## config.mk

```make
export PLATFORM = sky130hd
export DESIGN_NAME = scrolling_led_burst_renderer_top
export DESIGN_NICKNAME = d
export VERILOG_FILES = /design/src/rtl/slbr_pkg.sv /design/src/rtl/slbr_front.sv /design/src/rtl/slbr_fifo.sv /design/src/rtl/slbr_back.sv /design/src/rtl/scrolling_led_burst_renderer_top.sv
export SDC_FILE = /design/constraint.sdc
export NUM_CORES = 1
export LEC_CHECK = 0
export BUFFER_PORTS_ARGS = -buffer_cell sky130_fd_sc_hd__buf_4
export CORE_UTILIZATION = 49
export CTS_CLUSTER_DIAMETER = 120
export DETAILED_ROUTE_END_ITERATION = 16
export PLACE_DENSITY = 0.77
export SETUP_SLACK_MARGIN = 0.2
export SLEW_MARGIN = 20
export SYNTH_ARGS = -nofsm -noshare
export SYNTH_HDL_FRONTEND = slang
export SYNTH_SLANG_ARGS = --single-unit
```

## constraint.sdc

```tcl
create_clock -name clk -period 5.4 [get_ports clk]
set_clock_uncertainty 0.1 [all_clocks]
set_input_delay 0.27 -clock clk [delete_from_list [all_inputs] [get_ports clk]]
set_output_delay 0.27 -clock clk [all_outputs]
set_load 0.1 [all_outputs]
```

## src/rtl/slbr_pkg.sv

```systemverilog
// shared types and constants for the scrolling led burst renderer
// no dependencies; imported by every module of the block
`timescale 1ns / 1ps
package slbr_pkg;

	// widest strip index the parameter range allows (64 leds)
	localparam int IDX_W = 6;
	localparam int LEVEL_W = 15;
	localparam int FULL_LEVEL = 16384;
	localparam logic [15:0] PERIOD_RESET = 16'd20;

	// register index, taken from the word address
	localparam logic REG_PERIOD = 1'b0;

	typedef enum logic [1:0] {
		FUNC_TICK   = 2'd0,
		FUNC_SCROLL = 2'd1,
		FUNC_CENTER = 2'd2
	} func_t;

	typedef enum logic [1:0] {
		BK_IDLE,
		BK_LEFT,
		BK_RIGHT
	} back_state_t;

	// one render job: up to two bursts, left first
	typedef struct packed {
		logic             l_on;
		logic [IDX_W-1:0] l_ctr;
		logic             r_on;
		logic [IDX_W-1:0] r_ctr;
	} job_t;

endpackage

```

## src/rtl/slbr_front.sv

```systemverilog
// front part: takes requests, keeps centers, scroll flags and the scroll timer,
// and hands render jobs to the queue; depends on slbr_pkg
`timescale 1ns / 1ps
module slbr_front #(
	parameter int STRIP_LEDS = 16
) (
	input  logic                 clk,
	input  logic                 arst_n,
	input  logic [15:0]          period,
	input  logic                 accept,
	input  logic [1:0]           func,
	input  logic                 side,
	input  logic                 dir,
	input  logic signed [5:0]    index,
	output slbr_pkg::job_t       job,
	output logic                 job_wr
);
	import slbr_pkg::*;

	// centers hold any signed index, or run from -1 to one past the strip when scrolling
	localparam int CW = (($clog2(STRIP_LEDS + 1) > 6) ? $clog2(STRIP_LEDS + 1) : 6) + 1;
	localparam logic signed [CW-1:0] NLEDS = CW'(STRIP_LEDS);
	localparam logic signed [CW-1:0] LAST_LED = CW'(STRIP_LEDS - 1);
	localparam logic signed [CW-1:0] ONE = CW'(1);

	logic signed [CW-1:0] ctr_l_q, ctr_r_q, ctr_l_d, ctr_r_d, idx_ext;
	logic mov_l_q, mov_r_q, mov_l_d, mov_r_d;
	logic up_l_q, up_r_q, up_l_d, up_r_d;
	logic [15:0] elapsed_q, elapsed_d, el_inc;

	function automatic logic on_strip(logic signed [CW-1:0] c);
		return (c >= 0) && (c < NLEDS);
	endfunction

	assign idx_ext = CW'(index);
	assign el_inc = (elapsed_q == 16'hFFFF) ? elapsed_q : elapsed_q + 16'd1;

	always_comb begin
		ctr_l_d = ctr_l_q;
		ctr_r_d = ctr_r_q;
		mov_l_d = mov_l_q;
		mov_r_d = mov_r_q;
		up_l_d = up_l_q;
		up_r_d = up_r_q;
		elapsed_d = elapsed_q;
		job = '0;
		job_wr = 1'b0;
		if (accept) begin
			case (func_t'(func))
				FUNC_TICK: begin
					// bursts go out with the centers from before the scroll step
					job.l_on = on_strip(ctr_l_q);
					job.l_ctr = ctr_l_q[IDX_W-1:0];
					job.r_on = on_strip(ctr_r_q);
					job.r_ctr = ctr_r_q[IDX_W-1:0];
					job_wr = job.l_on | job.r_on;
					elapsed_d = el_inc;
					if ((mov_l_q || mov_r_q) && (el_inc > period)) begin
						elapsed_d = '0;
						if (mov_l_q) begin
							ctr_l_d = up_l_q ? ctr_l_q + ONE : ctr_l_q - ONE;
							mov_l_d = on_strip(ctr_l_d);
						end
						if (mov_r_q) begin
							ctr_r_d = up_r_q ? ctr_r_q + ONE : ctr_r_q - ONE;
							mov_r_d = on_strip(ctr_r_d);
						end
					end
				end
				FUNC_SCROLL: begin
					if (side) begin
						up_r_d = dir;
						mov_r_d = 1'b1;
						if (ctr_r_q >= NLEDS) begin
							ctr_r_d = '0;
						end else if (ctr_r_q < 0) begin
							ctr_r_d = LAST_LED;
						end
					end else begin
						up_l_d = dir;
						mov_l_d = 1'b1;
						if (ctr_l_q >= NLEDS) begin
							ctr_l_d = '0;
						end else if (ctr_l_q < 0) begin
							ctr_l_d = LAST_LED;
						end
					end
				end
				FUNC_CENTER: begin
					if (side) begin
						ctr_r_d = idx_ext;
						job.r_on = on_strip(idx_ext);
						job.r_ctr = idx_ext[IDX_W-1:0];
						job_wr = job.r_on;
					end else begin
						ctr_l_d = idx_ext;
						job.l_on = on_strip(idx_ext);
						job.l_ctr = idx_ext[IDX_W-1:0];
						job_wr = job.l_on;
					end
				end
				default: begin
				end
			endcase
		end
	end

	always_ff @(posedge clk or negedge arst_n) begin
		if (!arst_n) begin
			ctr_l_q <= -ONE;
			ctr_r_q <= -ONE;
			mov_l_q <= 1'b0;
			mov_r_q <= 1'b0;
			up_l_q <= 1'b0;
			up_r_q <= 1'b0;
			elapsed_q <= '0;
		end else begin
			ctr_l_q <= ctr_l_d;
			ctr_r_q <= ctr_r_d;
			mov_l_q <= mov_l_d;
			mov_r_q <= mov_r_d;
			up_l_q <= up_l_d;
			up_r_q <= up_r_d;
			elapsed_q <= elapsed_d;
		end
	end

endmodule

```

## src/rtl/slbr_fifo.sv

```systemverilog
// short job queue between the front and back parts
// depends on slbr_pkg for the job type
`timescale 1ns / 1ps
module slbr_fifo #(
	parameter int DEPTH = 2
) (
	input  logic           clk,
	input  logic           arst_n,
	input  logic           wr,
	input  slbr_pkg::job_t wdata,
	input  logic           rd,
	output slbr_pkg::job_t rdata,
	output logic           full,
	output logic           empty
);
	import slbr_pkg::*;

	localparam int AW = (DEPTH > 1) ? $clog2(DEPTH) : 1;
	localparam int NW = $clog2(DEPTH + 1);

	job_t mem_q [DEPTH];
	logic [AW-1:0] wr_ptr_q, rd_ptr_q;
	logic [NW-1:0] count_q;

	function automatic logic [AW-1:0] next_ptr(logic [AW-1:0] p);
		return (p == AW'(DEPTH - 1)) ? '0 : p + AW'(1);
	endfunction

	assign full = (count_q == NW'(DEPTH));
	assign empty = (count_q == '0);
	assign rdata = mem_q[rd_ptr_q];

	always_ff @(posedge clk) begin
		if (wr) begin
			mem_q[wr_ptr_q] <= wdata;
		end
	end

	always_ff @(posedge clk or negedge arst_n) begin
		if (!arst_n) begin
			wr_ptr_q <= '0;
			rd_ptr_q <= '0;
			count_q <= '0;
		end else begin
			if (wr) begin
				wr_ptr_q <= next_ptr(wr_ptr_q);
			end
			if (rd) begin
				rd_ptr_q <= next_ptr(rd_ptr_q);
			end
			count_q <= count_q + NW'(wr) - NW'(rd);
		end
	end

	assert property (@(posedge clk) disable iff (!arst_n) wr |-> !full)
		else $error("job written into a full queue");
	assert property (@(posedge clk) disable iff (!arst_n) rd |-> !empty)
		else $error("job read from an empty queue");
	assert property (@(posedge clk) disable iff (!arst_n) count_q <= NW'(DEPTH))
		else $error("queue fill count out of range");

endmodule

```

## src/rtl/slbr_back.sv

```systemverilog
// back part: walks each queued burst led by led and fills the result register
// depends on slbr_pkg
`timescale 1ns / 1ps
module slbr_back #(
	parameter int STRIP_LEDS = 16,
	parameter int BURST_SPAN = 5
) (
	input  logic                           clk,
	input  logic                           arst_n,
	input  slbr_pkg::job_t                 head,
	input  logic                           head_valid,
	output logic                           head_rd,
	output logic                           out_valid,
	input  logic                           pop,
	output logic                           strip,
	output logic [3:0]                     led,
	output logic [slbr_pkg::LEVEL_W-1:0]   level,
	output logic                           last
);
	import slbr_pkg::*;

	localparam int HALF = BURST_SPAN / 2;
	localparam int DW = (HALF > 0) ? $clog2(HALF + 1) : 1;
	localparam logic [IDX_W:0] HALF_X = (IDX_W + 1)'(HALF);
	localparam logic [IDX_W:0] LAST_X = (IDX_W + 1)'(STRIP_LEDS - 1);

	logic [LEVEL_W-1:0] lvl_tab [HALF + 1];

	for (genvar g = 0; g <= HALF; g++) begin : g_lvl
		localparam int unsigned LV = (FULL_LEVEL * (HALF + 1 - g)) / (HALF + 1);
		assign lvl_tab[g] = LEVEL_W'(LV);
	end

	back_state_t state_q, state_d;
	job_t job_q;
	logic [IDX_W-1:0] pos_q, end_q, ctr_q, ld_ctr, diff;
	logic [DW-1:0] lvl_sel;
	logic ld, emit, adv, fin_side;
	logic out_valid_q, strip_q, last_q;
	logic [3:0] led_q;
	logic [LEVEL_W-1:0] level_q;

	// first and last lit led of a burst, clipped to the strip
	function automatic logic [IDX_W-1:0] lo_of(logic [IDX_W-1:0] c);
		return (c >= HALF_X[IDX_W-1:0]) ? c - HALF_X[IDX_W-1:0] : '0;
	endfunction

	function automatic logic [IDX_W-1:0] hi_of(logic [IDX_W-1:0] c);
		logic [IDX_W:0] s;
		s = {1'b0, c} + HALF_X;
		return (s > LAST_X) ? LAST_X[IDX_W-1:0] : s[IDX_W-1:0];
	endfunction

	assign adv = !out_valid_q || pop;
	assign fin_side = (pos_q == end_q);
	assign diff = (pos_q >= ctr_q) ? pos_q - ctr_q : ctr_q - pos_q;
	assign lvl_sel = diff[DW-1:0];

	always_comb begin
		state_d = state_q;
		head_rd = 1'b0;
		ld = 1'b0;
		ld_ctr = '0;
		emit = 1'b0;
		case (state_q)
			BK_IDLE: begin
				if (head_valid) begin
					head_rd = 1'b1;
					ld = 1'b1;
					if (head.l_on) begin
						state_d = BK_LEFT;
						ld_ctr = head.l_ctr;
					end else begin
						state_d = BK_RIGHT;
						ld_ctr = head.r_ctr;
					end
				end
			end
			BK_LEFT: begin
				if (adv) begin
					emit = 1'b1;
					if (fin_side) begin
						if (job_q.r_on) begin
							state_d = BK_RIGHT;
							ld = 1'b1;
							ld_ctr = job_q.r_ctr;
						end else begin
							state_d = BK_IDLE;
						end
					end
				end
			end
			BK_RIGHT: begin
				if (adv) begin
					emit = 1'b1;
					if (fin_side) begin
						state_d = BK_IDLE;
					end
				end
			end
			default: begin
				state_d = BK_IDLE;
			end
		endcase
	end

	always_ff @(posedge clk or negedge arst_n) begin
		if (!arst_n) begin
			state_q <= BK_IDLE;
			out_valid_q <= 1'b0;
		end else begin
			state_q <= state_d;
			if (emit) begin
				out_valid_q <= 1'b1;
			end else if (pop) begin
				out_valid_q <= 1'b0;
			end
		end
	end

	always_ff @(posedge clk) begin
		if (head_rd) begin
			job_q <= head;
		end
		if (ld) begin
			ctr_q <= ld_ctr;
			pos_q <= lo_of(ld_ctr);
			end_q <= hi_of(ld_ctr);
		end else if (emit) begin
			pos_q <= pos_q + IDX_W'(1);
		end
		if (emit) begin
			strip_q <= (state_q == BK_RIGHT);
			led_q <= pos_q[3:0];
			level_q <= lvl_tab[lvl_sel];
			// final value of the request: end of the right burst, or of a lone left one
			last_q <= fin_side && ((state_q == BK_RIGHT) || !job_q.r_on);
		end
	end

	assign out_valid = out_valid_q;
	assign strip = strip_q;
	assign led = led_q;
	assign level = level_q;
	assign last = last_q;

	assert property (@(posedge clk) disable iff (!arst_n) head_rd |-> (head.l_on || head.r_on))
		else $error("queued job lights nothing");
	assert property (@(posedge clk) disable iff (!arst_n) (state_q == BK_LEFT) |-> job_q.l_on)
		else $error("walking a left burst that is off strip");
	assert property (@(posedge clk) disable iff (!arst_n)
		(state_q == BK_LEFT || state_q == BK_RIGHT) |-> (pos_q <= end_q))
		else $error("led walk ran past its end");
	assert property (@(posedge clk) disable iff (!arst_n) (out_valid_q && !pop) |=> out_valid_q)
		else $error("waiting result dropped");

endmodule

```

## src/rtl/scrolling_led_burst_renderer_top.sv

```systemverilog
// channel   | handshake              | payload
// config    | psel/penable/pwrite    | paddr, pwdata, prdata (scroll_period_ms)
// request   | push, full             | func, side, dir, index
// result    | pop, empty             | strip, led, level, last
//
// a request is taken whenever the job queue has room; requests that
// light nothing leave no trace downstream
// a queued job is loaded from the idle state, then its lit leds are walked in turn, the right
// burst loaded as the left one ends; each led waits while the last result is not yet popped
// the led walk in the back part sets the rate; the job queue lets the front keep
// taking requests while results wait on pop
// reset clears centers to off strip, scrolling state, the timer, the queue and the result,
// and sets the period to its default; depends on slbr_pkg, slbr_front, slbr_fifo, slbr_back
`timescale 1ns / 1ps
module scrolling_led_burst_renderer_top #(
	parameter int STRIP_LEDS = 16,
	parameter int BURST_SPAN = 5,
	parameter int JOB_DEPTH = 2
) (
	input  logic                         clk,
	input  logic                         arst_n,
	input  logic                         psel,
	input  logic                         penable,
	input  logic                         pwrite,
	input  logic [2:0]                   paddr,
	input  logic [31:0]                  pwdata,
	output logic [31:0]                  prdata,
	output logic                         pready,
	input  logic                         push,
	output logic                         full,
	input  logic [1:0]                   func,
	input  logic                         side,
	input  logic                         dir,
	input  logic signed [5:0]            index,
	output logic                         empty,
	input  logic                         pop,
	output logic                         strip,
	output logic [3:0]                   led,
	output logic [slbr_pkg::LEVEL_W-1:0] level,
	output logic                         last
);
	import slbr_pkg::*;

	logic [15:0] period_q;
	logic accept, job_wr, head_valid, head_rd, q_empty, out_valid;
	job_t job, head;

	assign pready = 1'b1;
	assign prdata = (paddr[2] == REG_PERIOD) ? {16'b0, period_q} : '0;

	always_ff @(posedge clk or negedge arst_n) begin
		if (!arst_n) begin
			period_q <= PERIOD_RESET;
		end else if (psel && penable && pwrite && (paddr[2] == REG_PERIOD)) begin
			period_q <= pwdata[15:0];
		end
	end

	assign accept = push && !full;

	slbr_front #(
		.STRIP_LEDS(STRIP_LEDS)
	) u_front (
		.clk(clk),
		.arst_n(arst_n),
		.period(period_q),
		.accept(accept),
		.func(func),
		.side(side),
		.dir(dir),
		.index(index),
		.job(job),
		.job_wr(job_wr)
	);

	slbr_fifo #(
		.DEPTH(JOB_DEPTH)
	) u_fifo (
		.clk(clk),
		.arst_n(arst_n),
		.wr(job_wr),
		.wdata(job),
		.rd(head_rd),
		.rdata(head),
		.full(full),
		.empty(q_empty)
	);

	assign head_valid = !q_empty;

	slbr_back #(
		.STRIP_LEDS(STRIP_LEDS),
		.BURST_SPAN(BURST_SPAN)
	) u_back (
		.clk(clk),
		.arst_n(arst_n),
		.head(head),
		.head_valid(head_valid),
		.head_rd(head_rd),
		.out_valid(out_valid),
		.pop(pop),
		.strip(strip),
		.led(led),
		.level(level),
		.last(last)
	);

	assign empty = !out_valid;

endmodule
```

* Word-level counts from Yosys, hierarchy flattened
Memories as Yosys holds them, arrays and structs flattened.
Index checks and enable logic that the tools add are counted.
** Operators by class
- Order comparisons :: 19
- Eq/ne operators :: 21
- Muxes and demuxes :: 68
- Reductions and logical operators :: 33
- Bitwise logic cells :: 4
- Add/sub/neg operators :: 14
** Operators with widths (count)
- $mux W7 :: 16
- $mux W16 :: 3
- $mux W6 :: 8
- $pmux W7 S3 :: 2
- $bmux W15 S2 :: 1
- $mux W15 :: 2
- $ge A7 B1 Y1 const B :: 4
- $lt A7 B6 Y1 const B :: 4
- $pmux W14 S2 :: 1
- $mux W1 :: 20
- $add A16 B1 Y16 const B :: 1
- $eq A16 B16 Y1 const B :: 1
- $gt A16 B16 Y1 :: 1
- $mux W2 :: 8
- $add A7 B2 Y7 const B :: 2
- $ge A7 B6 Y1 const B :: 2
- $lt A7 B1 Y1 const B :: 2
- $mux W14 :: 1
- $ne A2 B1 Y1 const B :: 7
- $reduce_and A7 Y1 :: 2
- $sub A7 B2 Y7 const B :: 2
- $pmux W6 S2 :: 1
- $logic_and A1 B1 Y1 :: 11
- $ne A2 B2 Y1 const B :: 5
- other kinds (32) :: 52
** Word-level totals
- Output and inout bits :: 56
- Register bits after elaboration :: 103
- Memories :: 1
- RAM bits :: 28
- Logic and storage cells :: 182
** Memories
- u_fifo.mem_q :: words 2, width 14, read ports 1, clocked after memory_dff 0, write ports 1, RTL line slbr_fifo.sv:21 : job_t mem_q [DEPTH];

* Logic depth before layout (Yosys ltp)
Gate-level depths: netlist of run 1.
- Depth after elaboration :: 7
- Mapped depth :: 15
- Gate-level depth less buffers :: 13

* By module
Synthesis of run 1 repeated with hierarchy kept, for this count alone.
** Unflattened totals
- Cells, all modules :: 717
- Area total of the unflattened synthesis :: 7536.0 um2
** Modules (own cells, without submodules)
- slbr_front :: cells an instance 410, area each 3280.6 um2, instances 1, seq. area each 868.3 um2
- slbr_back :: cells an instance 175, area each 2079.5 um2, instances 1, seq. area each 1096.1 um2
- slbr_fifo :: cells an instance 59, area each 1260.0 um2, instances 1, seq. area each 940.9 um2
- scrolling_led_burst_renderer_top :: cells an instance 73, area each 915.9 um2, instances 1, seq. area each 402.9 um2

* Worst setup path after synthesis of run 1
Ideal clock, no wire load.
- Path type :: reg-to-reg
- From :: reg u_front.elapsed_q[4]
- To :: reg u_front.ctr_l_q[1]
- Required time :: 5.218 ns
- Slack :: 1.483 ns
- Arrival :: 3.735 ns
- Stages on the path, launching flop included :: 15
- Clock period less this slack :: 3.917 ns
- Cells stage by stage :: dfrtp_1 > and4_1 > nand4_1 > nor3_1 > clkbuf_1 > or3b_2 > xnor2_1 > ha_1 > nand2_1 > or3_1 > or3_1 > a31o_2 > a211o_1 > buf_6 > mux2_4
** On the way
- Word-level cells in the longest chain between the ends :: 6
- Elaborated cells between the ends (all ways) :: 7
- Classes of those cells :: add/sub (1); order compare (1); eq/ne (2); mux (1); reduce/logical (2)
** RTL lines
- start, declared :: RTL line slbr_front.sv:29 : logic [15:0] elapsed_q, elapsed_d, el_inc;
- start signal, assigned :: RTL line slbr_front.sv:124 : elapsed_q <= elapsed_d;
- $add A16 B1 Y16 or $eq A16 B16 Y1 (tied branches) :: RTL line slbr_front.sv:36 : assign el_inc = (elapsed_q == 16'hFFFF) ? elapsed_q : elapsed_q + 16'd1;
- $mux W16 * :: RTL line slbr_front.sv:36
- $gt A16 B16 Y1 * :: RTL line slbr_front.sv:58 : if ((mov_l_q || mov_r_q) && (el_inc > period)) begin
- $logic_and A1 B1 Y1 * :: RTL line slbr_front.sv:58
- $ne A2 B1 Y1 (no source line) *
- $reduce_and A7 Y1 (no source line) *
- end signal, assigned :: RTL line slbr_front.sv:110 : ctr_l_q <= -ONE;
- end signal, assigned :: RTL line slbr_front.sv:118 : ctr_l_q <= ctr_l_d;
- end, declared :: RTL line slbr_front.sv:26 : logic signed [CW-1:0] ctr_l_q, ctr_r_q, ctr_l_d, ctr_r_d, idx_ext;
Mark *: on every way between the ends. The rest lies on a longest branch, timed or not.
A chain may end at the register's enable or synchronous reset.

* Worst setup path after layout of run 1
Ends and elaborated chain as after synthesis.

==> impl_metrics.env, run 1 <==
export IMPL_leakage_nw=3.67
export IMPL_r2r_start="u_front.elapsed_q[4]"
export IMPL_die_w_um=124
export IMPL_met3_usage_pct=5.36
export IMPL_grt_pass1_wl_um=25100
export IMPL_grt_use_total_pct=21.2
export IMPL_yosys_top_cells_area="edfxtp_1 (26%), dfrtp_1 (14%), ha_1 (7.9%)"
export IMPL_outcome="finished, final reports clean"
export IMPL_fin_util_pct=59.2
export IMPL_cp_end_kind="register"
export IMPL_min_to="u_back.out_valid"
export IMPL_r2r_setup_slack_ns=0.97
export IMPL_vias_per_cell=5.70
export IMPL_max_stage_delay_ns=0.53
export IMPL_yosys_area_share_simple_pct=12.3
export IMPL_critPathLaunch="u_front.elapsed_q[4]"
export IMPL_start_util_pct=50.1
export IMPL_rr_worst_depth=12
export IMPL_fin_setup_tns_ns=0
export IMPL_hold_viol_final=0
export IMPL_diodes=0
export IMPL_drive_above_1_share_pct=22.3
export IMPL_drv_cap=0
export IMPL_whs_path_depth=3
export IMPL_place_congestion=0.889
export IMPL_synth_top_area_cell="edfxtp_1"
export IMPL_required_ns=5.65
export IMPL_drcViolationCount=0
export IMPL_synth_ff_type="edfxtp_1"
export IMPL_port_buffers=72
export IMPL_busiest_layer="met2"
export IMPL_rsz0062_at_grt="no"
export IMPL_async_flop_share_pct=47.9
export IMPL_overflow=0
export IMPL_syn_area_mm2=0.00729
export IMPL_first_pass_iters=5
export IMPL_antenna_found_initial=0
export IMPL_r2r_end="u_front.ctr_l_q[1]"
export IMPL_placementRows=44
export IMPL_synthMuxAreaShare_pct=8.04
export IMPL_crit_path_start_kind="register"
export IMPL_ios=108
export IMPL_post_cts_setup_buffers=0
export IMPL_power_frac_clock_pct=20.3
export IMPL_ys_ff_latch=119
export IMPL_grt_max_degree=58
export IMPL_finalCriticalPeriod_ns=4.43
export IMPL_seq_power_share_pct=29.1
export IMPL_dieArea_mm2=0.0154
export IMPL_min_delay_path_class="in -> reg"
export IMPL_fmaxAchievable_mhz=226
export IMPL_max_vdd_ir_drop_mv=0.359
export IMPL_cts_buffers=17
export IMPL_power_switching_share_pct=45.5
export IMPL_cts_tree="done"
export IMPL_first_global_vias=5353
export IMPL_nNetsFinal=867
export IMPL_path_class="reg -> reg"
export IMPL_area_growth_pct=18.1
export IMPL_clk_pin_slew_ns=0.06
export IMPL_htree_levels=4
export IMPL_cp_cell_sequence="and4_1 > nand4_1 > nor4_1 > nand3_1 > o21a_1 > ha_1 > nand4_2 > or3_1 > or3_1 > a31o_2 > a211o_1 > mux2_4"
export IMPL_synth_top_area_share_pct=25.5
export IMPL_synthAdderAreaFrac_pct=8.72
export IMPL_hp_start="pop"
export IMPL_crit_top_cell="or3_1"
export IMPL_wl_per_cell_um=16.2
export IMPL_clkLatencyLatePin_ns=0.41
export IMPL_ant_nets=0
export IMPL_p_int_mw=3.09
export IMPL_vias=5489
export IMPL_synth_edff_count=62
export IMPL_dp_hpwl_um=10800
export IMPL_cts_sinks=119
export IMPL_grt_use_met2_pct=36.9
export IMPL_die_h_um=124
export IMPL_p_comb_share_pct=50.6
export IMPL_synth_compound_area_share_pct=14.4
export IMPL_critPathTopFamily="simple AND/OR/NAND/NOR gates"
export IMPL_ys_warn_count=0
export IMPL_slew_violations=0
export IMPL_cp_buffers_inverters=0
export IMPL_drt_initial_drc_count=403
export IMPL_use_met1_pct=25.3
export IMPL_ys_seq_area_share_pct=45.4
export IMPL_synth_xor_area_share_pct=4.21
export IMPL_ys_types=64
export IMPL_cp_arrival_ns=4.68
export IMPL_avgSynthCellArea_um2=10.6
export IMPL_synth_top_family_by_area="compound AO/OA/AOI/OAI gates"
export IMPL_cts_root_buffer="clkbuf_16"
export IMPL_post_route_period_util_pct=82.1
export IMPL_coreArea_mm2=0.0145
export IMPL_critPathMaxFanout=22
export IMPL_slew_headroom_pct=43.8
export IMPL_synthCells=690
export IMPL_power_switching_mw=2.57
export IMPL_worst_pin_slew_ns=0.837
export IMPL_wl_um=15600
export IMPL_power_density_mw_per_mm2=658
export IMPL_setup_viol=0
export IMPL_cts_path_max_buffers=2
export IMPL_cp_slowest_cell="a211o_1"
## tightest hold or removal path, cell delays in order
cell      delay, ns
buf_4          0.08
nand2b_1       0.11
nand2b_1       0.06
## area by class of cell
cell class | instances | area, um2
clock buffers | 20 | 457
clock inverters | 12 | 150
fillers | 1163 | 5930
inverters | 46 | 173
multi-input cells | 490 | 3550
flip-flops and latches | 119 | 3310
well taps | 184 | 230
repair buffers | 92 | 736
## stage by stage
step           instances  total power [mW]  worst slack, ns  hold WS, ns  area, um2
3_5_place_dp         913              4.48             1.00        0.290       7810
2_1_floorplan        707              3.96             1.48       -0.126       7350
6_report             963              5.66            0.966       0.0478       8600
5_1_grt              963              6.00            0.657       0.0656       8600
4_1_cts              963              5.66            0.991       0.0381       8600
3_3_place_gp         913              4.36             1.06        0.282       7810
## Yosys cell counts, drive strengths merged, types with 4 or more instances
cell type and number:
nor2 65, mux2 40, dfrtp 41, a22o 8
o21a 5, o221ai 4, inv 46, a21o 14
or3 9, clkbuf 16, mux2i 9, dfstp 16
o21ai 26, nand2 41, a211oi 9, a22oi 16
o211ai 7, buf 36, nor4 4, nand2b 4
ha 46, a31oi 8, xor2 14, nand4 8
and2 6, a21oi 27, nand3 18, edfxtp 62
nor3 6, nor2b 9, xnor2 21
## worst max path at each step
stage               cells after the start  slack (ns)                 end
floorplan                              14        1.48  u_front.ctr_l_q[1]
global placement                       12        1.06  u_front.ctr_l_q[2]
detailed placement                     12        1.00  u_front.ctr_l_q[1]
CTS                                    12        0.99  u_front.ctr_l_q[1]
global route                           12        0.66  u_front.ctr_l_q[1]
finish                                 12        0.97  u_front.ctr_l_q[1]
## flip-flops by register name (all words and copies together) (netlist names), 6 cells and up
name               count
u_front.ctr_r_q        7
u_front.ctr_l_q        7
u_back.pos_q           6
u_back.end_q           6
u_fifo.mem_q          28
u_front.elapsed_q     16
u_back.job_q           7
u_back.ctr_q           6
period_q              16
## cells by family after synthesis
family                     after synthesis
buffers and inverters                   98
xor gates and xnor gates                35
DFF                                    119
adders and majority gates               49
and+or+nand+nor                        185
other                                    2
AOI/OAI and AO/OA                      153
muxes                                   49
## cells in the final DEF (no fill, tap or decap), types with 12 or more instances in the layout
master,count
a21o_1,14
a21oi_1,26
a22oi_1,16
buf_4,74
clkbuf_16,17
conb_1,19
dfrtp_1,41
dfstp_2,16
dlygate4sd3_1,18
edfxtp_1,62
ha_1,46
inv_1,44
mux2_2,28
mux2_4,12
nand2_1,41
nand3_1,18
nor2_1,63
o21ai_0,22
xnor2_1,21
xor2_1,14
## per-layer routing
metal  vias to the layer above  wire length [um]
li1                       2615                 -
met1                      2643              6560
met2                       198              7880
met3                        33               845
met4                         0               306
met5                         -                 0
## power groups by stage
stage | clock network [mW] | logic, mW | registers (mW)
after floorplan | 0 | 2.15 | 1.80
after global placement | 0 | 2.72 | 1.63
after detailed placement | 0 | 2.83 | 1.65
after CTS | 1.16 | 2.86 | 1.64
after global routing | 1.20 | 3.11 | 1.68
final | 1.15 | 2.87 | 1.65
## timing repair
item                      in CTS  in global routing
hold endpoints to repair      59                  0
hold buffers                  18                  0
resized for setup              0                  0
No activity file was read; power rests on OpenSTA's default activity.
==> inputs of run 2 (changes only) <==
--- a/config.mk
+++ b/config.mk
@@ -5,6 +5,7 @@
 export SDC_FILE = /design/constraint.sdc
 export NUM_CORES = 1
 export LEC_CHECK = 0
+export ABC_AREA = 1
 export BUFFER_PORTS_ARGS = -buffer_cell sky130_fd_sc_hd__buf_4
 export CORE_UTILIZATION = 49
 export CTS_CLUSTER_DIAMETER = 120
==> constraint.sdc (replaced) <==
create_clock -name clk -period 4.4 [get_ports clk]
set_clock_uncertainty 0.1 [all_clocks]
set_input_delay 0.22 -clock clk [delete_from_list [all_inputs] [get_ports clk]]
set_output_delay 0.22 -clock clk [all_outputs]
set_load 0.1 [all_outputs]
==> run 2 against run 1 <==
Against the previous run: register-to-register slack lost 0.37 ns; worst setup slack lost 0.37 ns; global-route usage grew 0.66 points; sequential share of layout area grew 0.073 points; power grew 25%; synthesized cell count grew 26%; die area grew 0.25%; routed wire length shrank 0.76%; largest cell class is now registers.
==> impl_metrics.env, run 2 <==
export IMPL_outcome="finished, final reports clean"
export IMPL_cts_tree="done"
export IMPL_fin_setup_tns_ns=0
export IMPL_cp_cell_sequence="ha_1 > nand3_2 > nor2_4 > nand2_2 > nor3_4 > nand2_4 > clkinv_2 > nor3_1 > xor2_1 > ha_1 > nand4_1 > or2_0 > o21ai_1 > nand2_1 > nand2_2 > nand3_1 > o21ai_1"
export IMPL_coreArea_mm2=0.0145
export IMPL_wl_per_cell_um=13.5
export IMPL_path_class="reg -> reg"
export IMPL_cp_arrival_ns=4.04
export IMPL_power_switching_mw=3.41
export IMPL_dieArea_mm2=0.0154
export IMPL_die_w_um=124
export IMPL_cts_sinks=119
export IMPL_cp_slowest_cell="nand3_1"
export IMPL_setup_viol=0
export IMPL_ios=108
export IMPL_largest_register="u_fifo.mem_q"
export IMPL_nNetsFinal=1049
export IMPL_p_int_mw=3.68
export IMPL_final_cell_mix="nand2_1 (189), inv_1 (109), buf_4 (74), nor2_1 (73), edfxtp_1 (62)"
export IMPL_final_common_cell="nand2_1"
export IMPL_grt_max_degree=58
export IMPL_leakage_nw=4.09
export IMPL_rsz0062_at_grt="no"
export IMPL_drv_cap=0
export IMPL_overflow=0
export IMPL_place_congestion=0.919
export IMPL_placementRows=44
export IMPL_power_switching_share_pct=48.1
export IMPL_reg_top3="u_fifo.mem_q: 28 flops, period_q: 16 flops, u_front.elapsed_q: 16 flops"
export IMPL_clkLatencyLatePin_ns=0.42
export IMPL_drt_initial_drc_count=316
export IMPL_area_growth_pct=17.5
export IMPL_largest_reg_flops=28
export IMPL_hold_viol_final=0
export IMPL_slew_violations=0
export IMPL_max_vdd_ir_drop_mv=0.505
export IMPL_fmaxAchievable_mhz=263
export IMPL_cts_root_buffer="clkbuf_16"
export IMPL_async_flop_share_pct=47.9
export IMPL_wl_um=15500
export IMPL_cts_path_max_buffers=2
export IMPL_seq_power_share_pct=28.9
export IMPL_clk_pin_slew_ns=0.05
export IMPL_drcViolationCount=0
export IMPL_ys_seq_area_share_pct=45.3
export IMPL_max_stage_delay_ns=0.43
export IMPL_die_h_um=124
export IMPL_vias=5977
export IMPL_critPathMaxFanout=14
export IMPL_synth_edff_count=62
export IMPL_critPathTopFamily="simple AND/OR/NAND/NOR gates"
export IMPL_ys_warn_count=0
export IMPL_vias_per_cell=5.22
export IMPL_power_frac_clock_pct=18.2
export IMPL_fin_util_pct=59.1
export IMPL_first_pass_iters=4
export IMPL_ys_ff_latch=119
export IMPL_avgSynthCellArea_um2=8.43
export IMPL_cts_buffers=17
export IMPL_dp_hpwl_um=11300
export IMPL_cts_resized=0
export IMPL_port_buffers=72
export IMPL_cp_buffers_inverters=1
export IMPL_htree_levels=4
export IMPL_grt_pass1_wl_um=25600
export IMPL_drive_above_1_share_pct=15.5
export IMPL_first_global_vias=5502
export IMPL_post_route_period_util_pct=86.4
export IMPL_finalCriticalPeriod_ns=3.80
export IMPL_antenna_found_initial=0
export IMPL_syn_area_mm2=0.00731
export IMPL_yosys_top_cells_area="edfxtp_1 (25%), dfrtp_1 (14%), nand2_1 (9.7%)"
export IMPL_synth_ff_type="edfxtp_1"
export IMPL_start_util_pct=50.3
export IMPL_setup_ws_ns=0.597
export IMPL_fillers=1272
export IMPL_cp_end_kind="register"
export IMPL_total_power_mw=7.09
export IMPL_required_ns=4.63
export IMPL_crit_path_start_kind="register"
export IMPL_p_comb_share_pct=52.9
export IMPL_slew_headroom_pct=23.9
export IMPL_ant_nets=0
export IMPL_hold_ws_ns=0.0831
export IMPL_grt_use_total_pct=21.9
export IMPL_worst_pin_slew_ns=1.14
export IMPL_dp_slack_ns=0.688
export IMPL_min_delay_path_class="in -> reg"
export IMPL_power_density_mw_per_mm2=826
export IMPL_synthCells=867
export IMPL_synth_top_area_share_pct=25.5
export IMPL_ys_types=44
export IMPL_synth_top_area_cell="edfxtp_1"
export IMPL_synthTopCellsByCount="nand2_1 (189), inv_1 (109), nor2_1 (73)"
export IMPL_diodes=0
export IMPL_yosys_cell_count_top_type="nand2_1"
-- run 2: cell types whose count changed after synthesis, moves of 11 or more --
cell,previous run,this run
nand3_1,18,37
a21oi_1,26,57
mux2_4,12,0
o21ai_1,4,28
xnor2_1,21,6
inv_1,44,109
a21o_1,14,3
o21ai_0,22,39
mux2_2,28,0
a22oi_1,16,0
nand2_1,41,189
-- run 2: final cells by class --
| cell class | instances | area, um2 | share of cell area (%) |
|---|---|---|---|
| sequential | 119 | 3310 | 38.5 |
| multi-input combinational | 597 | 3300 | 38.5 |
| timing repair buffer | 93 | 747 | 8.70 |
| clock buffer | 26 | 469 | 5.46 |
| inverter | 120 | 452 | 5.26 |
| tap | 184 | 230 | 2.68 |
| clock inverter | 6 | 76.3 | 0.889 |
-- run 2: layer usage --
layer,wire length (um),share of wire [%],global-route usage (%),up-vias
met3,699,4.5,4.76,27
met1,6910,45,28.6,2830
met4,362,2.3,9.38,0
li1,-,-,-,2977
met5,0,0,0,-
met2,7500,48,34.9,143
-- run 2: worst paths after layout --
path	end	slack, ns	depth (start not counted)	startpoint
max	u_front.ctr_l_q[1]	0.60	17	u_front.elapsed_q[0]
min	u_front.mov_l_q	0.08	4	side
max reg2reg	u_front.ctr_l_q[1]	0.60	17	u_front.elapsed_q[0]
min reg2reg	u_front.ctr_r_q[3]	0.39	2	u_front.ctr_r_q[3]
max in group asynchronous	u_front.up_l_q	3.41	2	arst_n
min in group asynchronous	period_q[1]	0.31	2	arst_n
-- run 2: power by group through the flow --
stage | Sequential [mW] | Clock, mW | Combinational, mW
final | 2.05 | 1.29 | 3.75
after floorplan | 2.28 | 0 | 2.82
after global routing | 2.10 | 1.36 | 4.14
after CTS | 2.05 | 1.31 | 3.75
after global placement | 2.05 | 0 | 3.62
after detailed placement | 2.07 | 0 | 3.72
-- run 2: tightest hold or removal path, stage by stage --
cell     delay [ns]
buf_4          0.11
nor2_1         0.09
nand3_1        0.09
nand2_1        0.05
-- run 2: logic make-up after synthesis --
family                     share of synthesized area (%)
AOI/OAI and AO/OA                                   11.0
xor gates and xnor gates                            3.78
adders and majority gates                           8.70
buffers and inverters                               10.4
DFF                                                 45.3
other                                              0.103
and+or+nand+nor                                     20.8
-- run 2: metrics by stage --
stage               cells  cell area [um2]
finish               1145             8590
global route         1145             8590
CTS                  1144             8580
detailed placement   1094             7850
global placement     1094             7850
floorplan             884             7370
-- run 2: timing repair --
| action | 4_1_cts | 5_1_grt |
|---|---|---|
| buffers inserted | 0 | 0 |
| hold buffers | 18 | 0 |
| endpoints found under the hold margin | 59 | 0 |
==> inputs of run 3 (changes only) <==
--- a/config.mk
+++ b/config.mk
@@ -10,7 +10,7 @@
 export CORE_UTILIZATION = 49
 export CTS_CLUSTER_DIAMETER = 120
 export DETAILED_ROUTE_END_ITERATION = 16
-export PLACE_DENSITY = 0.77
+export PLACE_DENSITY = 0.8
 export SETUP_SLACK_MARGIN = 0.2
 export SLEW_MARGIN = 20
 export SYNTH_ARGS = -nofsm -noshare
==> run 3 against run 2 <==
Against the previous run: register-to-register slack gained 0.14 ns; via count shrank 0.94%; count of clock-buffer cells in the layout shrank 3; worst hold slack lost 0.017 ns; sequential power is essentially flat; critical path depth grew 2; power grew 1.7%; non-clock buffer count shrank 1; worst setup slack gained 0.14 ns; clock power grew 10%; critical endpoint is now u_front.ctr_r_q[2]; highest routed layer unchanged.
==> impl_metrics.env, run 3 (synthesis gave the netlist of run 2 again) <==
export IMPL_area_growth_pct=18.6
export IMPL_p_comb_share_pct=51.7
export IMPL_r2r_start="u_front.elapsed_q[0]"
export IMPL_htree_levels=4
export IMPL_diodes=0
export IMPL_rsz0062_at_grt="no"
export IMPL_cp_buffers_inverters=1
export IMPL_power_switching_mw=3.46
export IMPL_cts_buffers=17
export IMPL_final_cell_mix="nand2_1 (189), inv_1 (109), buf_4 (73), nor2_1 (71), edfxtp_1 (62)"
export IMPL_crit_path_start_kind="register"
export IMPL_power_density_mw_per_mm2=833
export IMPL_rr_worst_depth=19
export IMPL_hp_start="side"
export IMPL_wl_per_cell_um=13.4
export IMPL_finalCriticalPeriod_ns=3.66
export IMPL_wl_met2_um=7690
export IMPL_slew_violations=0
export IMPL_overflow=0
export IMPL_cts_tree="done"
export IMPL_fmaxAchievable_mhz=273
export IMPL_grt_use_total_pct=21.6
export IMPL_port_buffers=72
export IMPL_slew_headroom_pct=37.2
export IMPL_largest_register="u_fifo.mem_q"
export IMPL_cts_root_buffer="clkbuf_16"
export IMPL_crit_top_cell="nand2_2"
export IMPL_worst_pin_slew_ns=0.939
export IMPL_max_vdd_ir_drop_mv=0.521
export IMPL_clk_pin_slew_ns=0.06
export IMPL_critPathTopFamily="simple AND/OR/NAND/NOR gates"
export IMPL_dp_hpwl_um=11000
export IMPL_vias=5921
export IMPL_min_delay_path_class="in -> reg"
export IMPL_ant_nets=0
export IMPL_outcome="finished, final reports clean"
export IMPL_first_pass_iters=5
export IMPL_reg_top3="u_fifo.mem_q: 28 flops, period_q: 16 flops, u_front.elapsed_q: 16 flops"
export IMPL_cts_resized=0
export IMPL_drcViolationCount=0
export IMPL_cp_end_kind="register"
export IMPL_die_h_um=124
export IMPL_cp_cell_sequence="ha_1 > nand3_2 > nor2_4 > nand2_2 > nor3_4 > nand2_4 > clkinv_2 > nor2_2 > nand2_2 > xor2_2 > ha_1 > nand4_1 > or2_0 > nor2_1 > a21oi_1 > nand2_1 > nand2_2 > nand3_1 > o21ai_1"
export IMPL_drv_cap=0
export IMPL_hold_viol_final=0
export IMPL_whs_path_depth=4
export IMPL_max_stage_delay_ns=0.41
export IMPL_dp_slack_ns=0.791
export IMPL_grt_pass1_wl_um=25500
export IMPL_power_frac_clock_pct=19.7
export IMPL_wl_met3_um=813
export IMPL_die_w_um=124
export IMPL_r2r_setup_slack_ns=0.74
export IMPL_cts_path_max_buffers=2
export IMPL_nNetsFinal=1048
export IMPL_dieArea_mm2=0.0154
export IMPL_grt_max_degree=58
export IMPL_setup_viol=0
export IMPL_first_global_vias=5651
export IMPL_drive_above_1_share_pct=16.8
export IMPL_coreArea_mm2=0.0145
export IMPL_cts_hold_buffers=18
export IMPL_path_class="reg -> reg"
export IMPL_leakage_nw=4.13
export IMPL_place_congestion=0.964
export IMPL_fillers=1217
export IMPL_min_to="u_front.mov_l_q"
export IMPL_multiInputGateArea_mm2=0.00331
export IMPL_seq_power_share_pct=28.5
export IMPL_regArea_mm2=0.00331
export IMPL_setup_ws_ns=0.736
export IMPL_placementRows=44
export IMPL_largest_reg_flops=28
export IMPL_start_util_pct=50.3
export IMPL_fin_setup_tns_ns=0
export IMPL_r2r_end="u_front.ctr_r_q[2]"
export IMPL_top_layer="met4"
export IMPL_cts_sinks=119
export IMPL_wl_um=15300
export IMPL_vias_per_cell=5.18
export IMPL_cp_arrival_ns=3.90
export IMPL_ios=108
export IMPL_final_common_cell="nand2_1"
export IMPL_clkLatencyLatePin_ns=0.42
export IMPL_wl_met1_um=6520
export IMPL_post_cts_setup_buffers=0
export IMPL_critPathMaxFanout=14
export IMPL_antenna_found_initial=0
export IMPL_p_int_mw=3.76
export IMPL_cp_slowest_cell="nand3_1"
export IMPL_required_ns=4.64
export IMPL_drt_initial_drc_count=439
export IMPL_hold_ws_ns=0.0660
export IMPL_power_switching_share_pct=47.9
export IMPL_post_route_period_util_pct=83.3
run 3: changes by cell type in the layout (fill, tap and decap cells not counted), sizes merged:
cell / delta
buf: -1
bufinv: -1
clkbuf: -3
clkinv: +1
inv: +3
run 3: worst max-delay path by stage:
stage	from	endpoint	depth (start not counted)
final	u_front.elapsed_q[0]	u_front.ctr_r_q[2]	19
after global routing	u_front.elapsed_q[0]	u_front.ctr_l_q[4]	21
after CTS	u_front.elapsed_q[0]	u_front.ctr_r_q[2]	19
after detailed placement	u_front.elapsed_q[0]	u_front.ctr_r_q[2]	17
after global placement	u_front.elapsed_q[0]	u_front.ctr_l_q[1]	17
after floorplan	u_front.elapsed_q[0]	u_front.ctr_r_q[3]	20
run 3: through the flow:
step / area [um2] / total power [mW] / instances / util, %
finish: 8660 / 7.21 / 1144 / 59.6
detailed placement: 7850 / 5.77 / 1093 / 54.0
floorplan: 7370 / 5.09 / 884 / -
CTS: 8650 / 7.24 / 1143 / 59.5
global route: 8660 / 7.73 / 1144 / 59.6
global placement: 7840 / 5.65 / 1093 / 54.0
run 3: metal layers:
metal / track usage, % / vias up
li1: - / 2958
met5: 0 / -
met3: 4.99 / 23
met2: 37.3 / 187
met4: 8.04 / 0
met1: 26.0 / 2753
run 3: cell type report:
type,instances,area share (%)
Timing Repair Buffer,92,8.58
Tap cell,184,2.66
Clock inverter,9,0.924
Multi-Input combinational cell,597,38.2
Inverter,120,5.21
Clock buffer,23,6.25
Sequential cell,119,38.2
run 3: worst reg2reg max path: cells and delay by family, from the launching register on:
kind / cells / cell delay, ns
flip-flops: 1 / 0.39
adder cells (fa/ha/maj): 2 / 0.48
buffers and inverters: 1 / 0.11
XOR/XNOR: 1 / 0.18
AND/OR/NAND/NOR: 13 / 1.92
AO/OA/AOI/OAI: 2 / 0.42
run 3: power by group through the flow:
stage / registers, mW / logic, mW / clock network [mW]
after floorplan: 2.28 / 2.82 / 0
after global placement: 2.06 / 3.60 / 0
after detailed placement: 2.07 / 3.70 / 0
after CTS: 2.06 / 3.74 / 1.44
after global routing: 2.11 / 4.13 / 1.49
final: 2.06 / 3.73 / 1.42
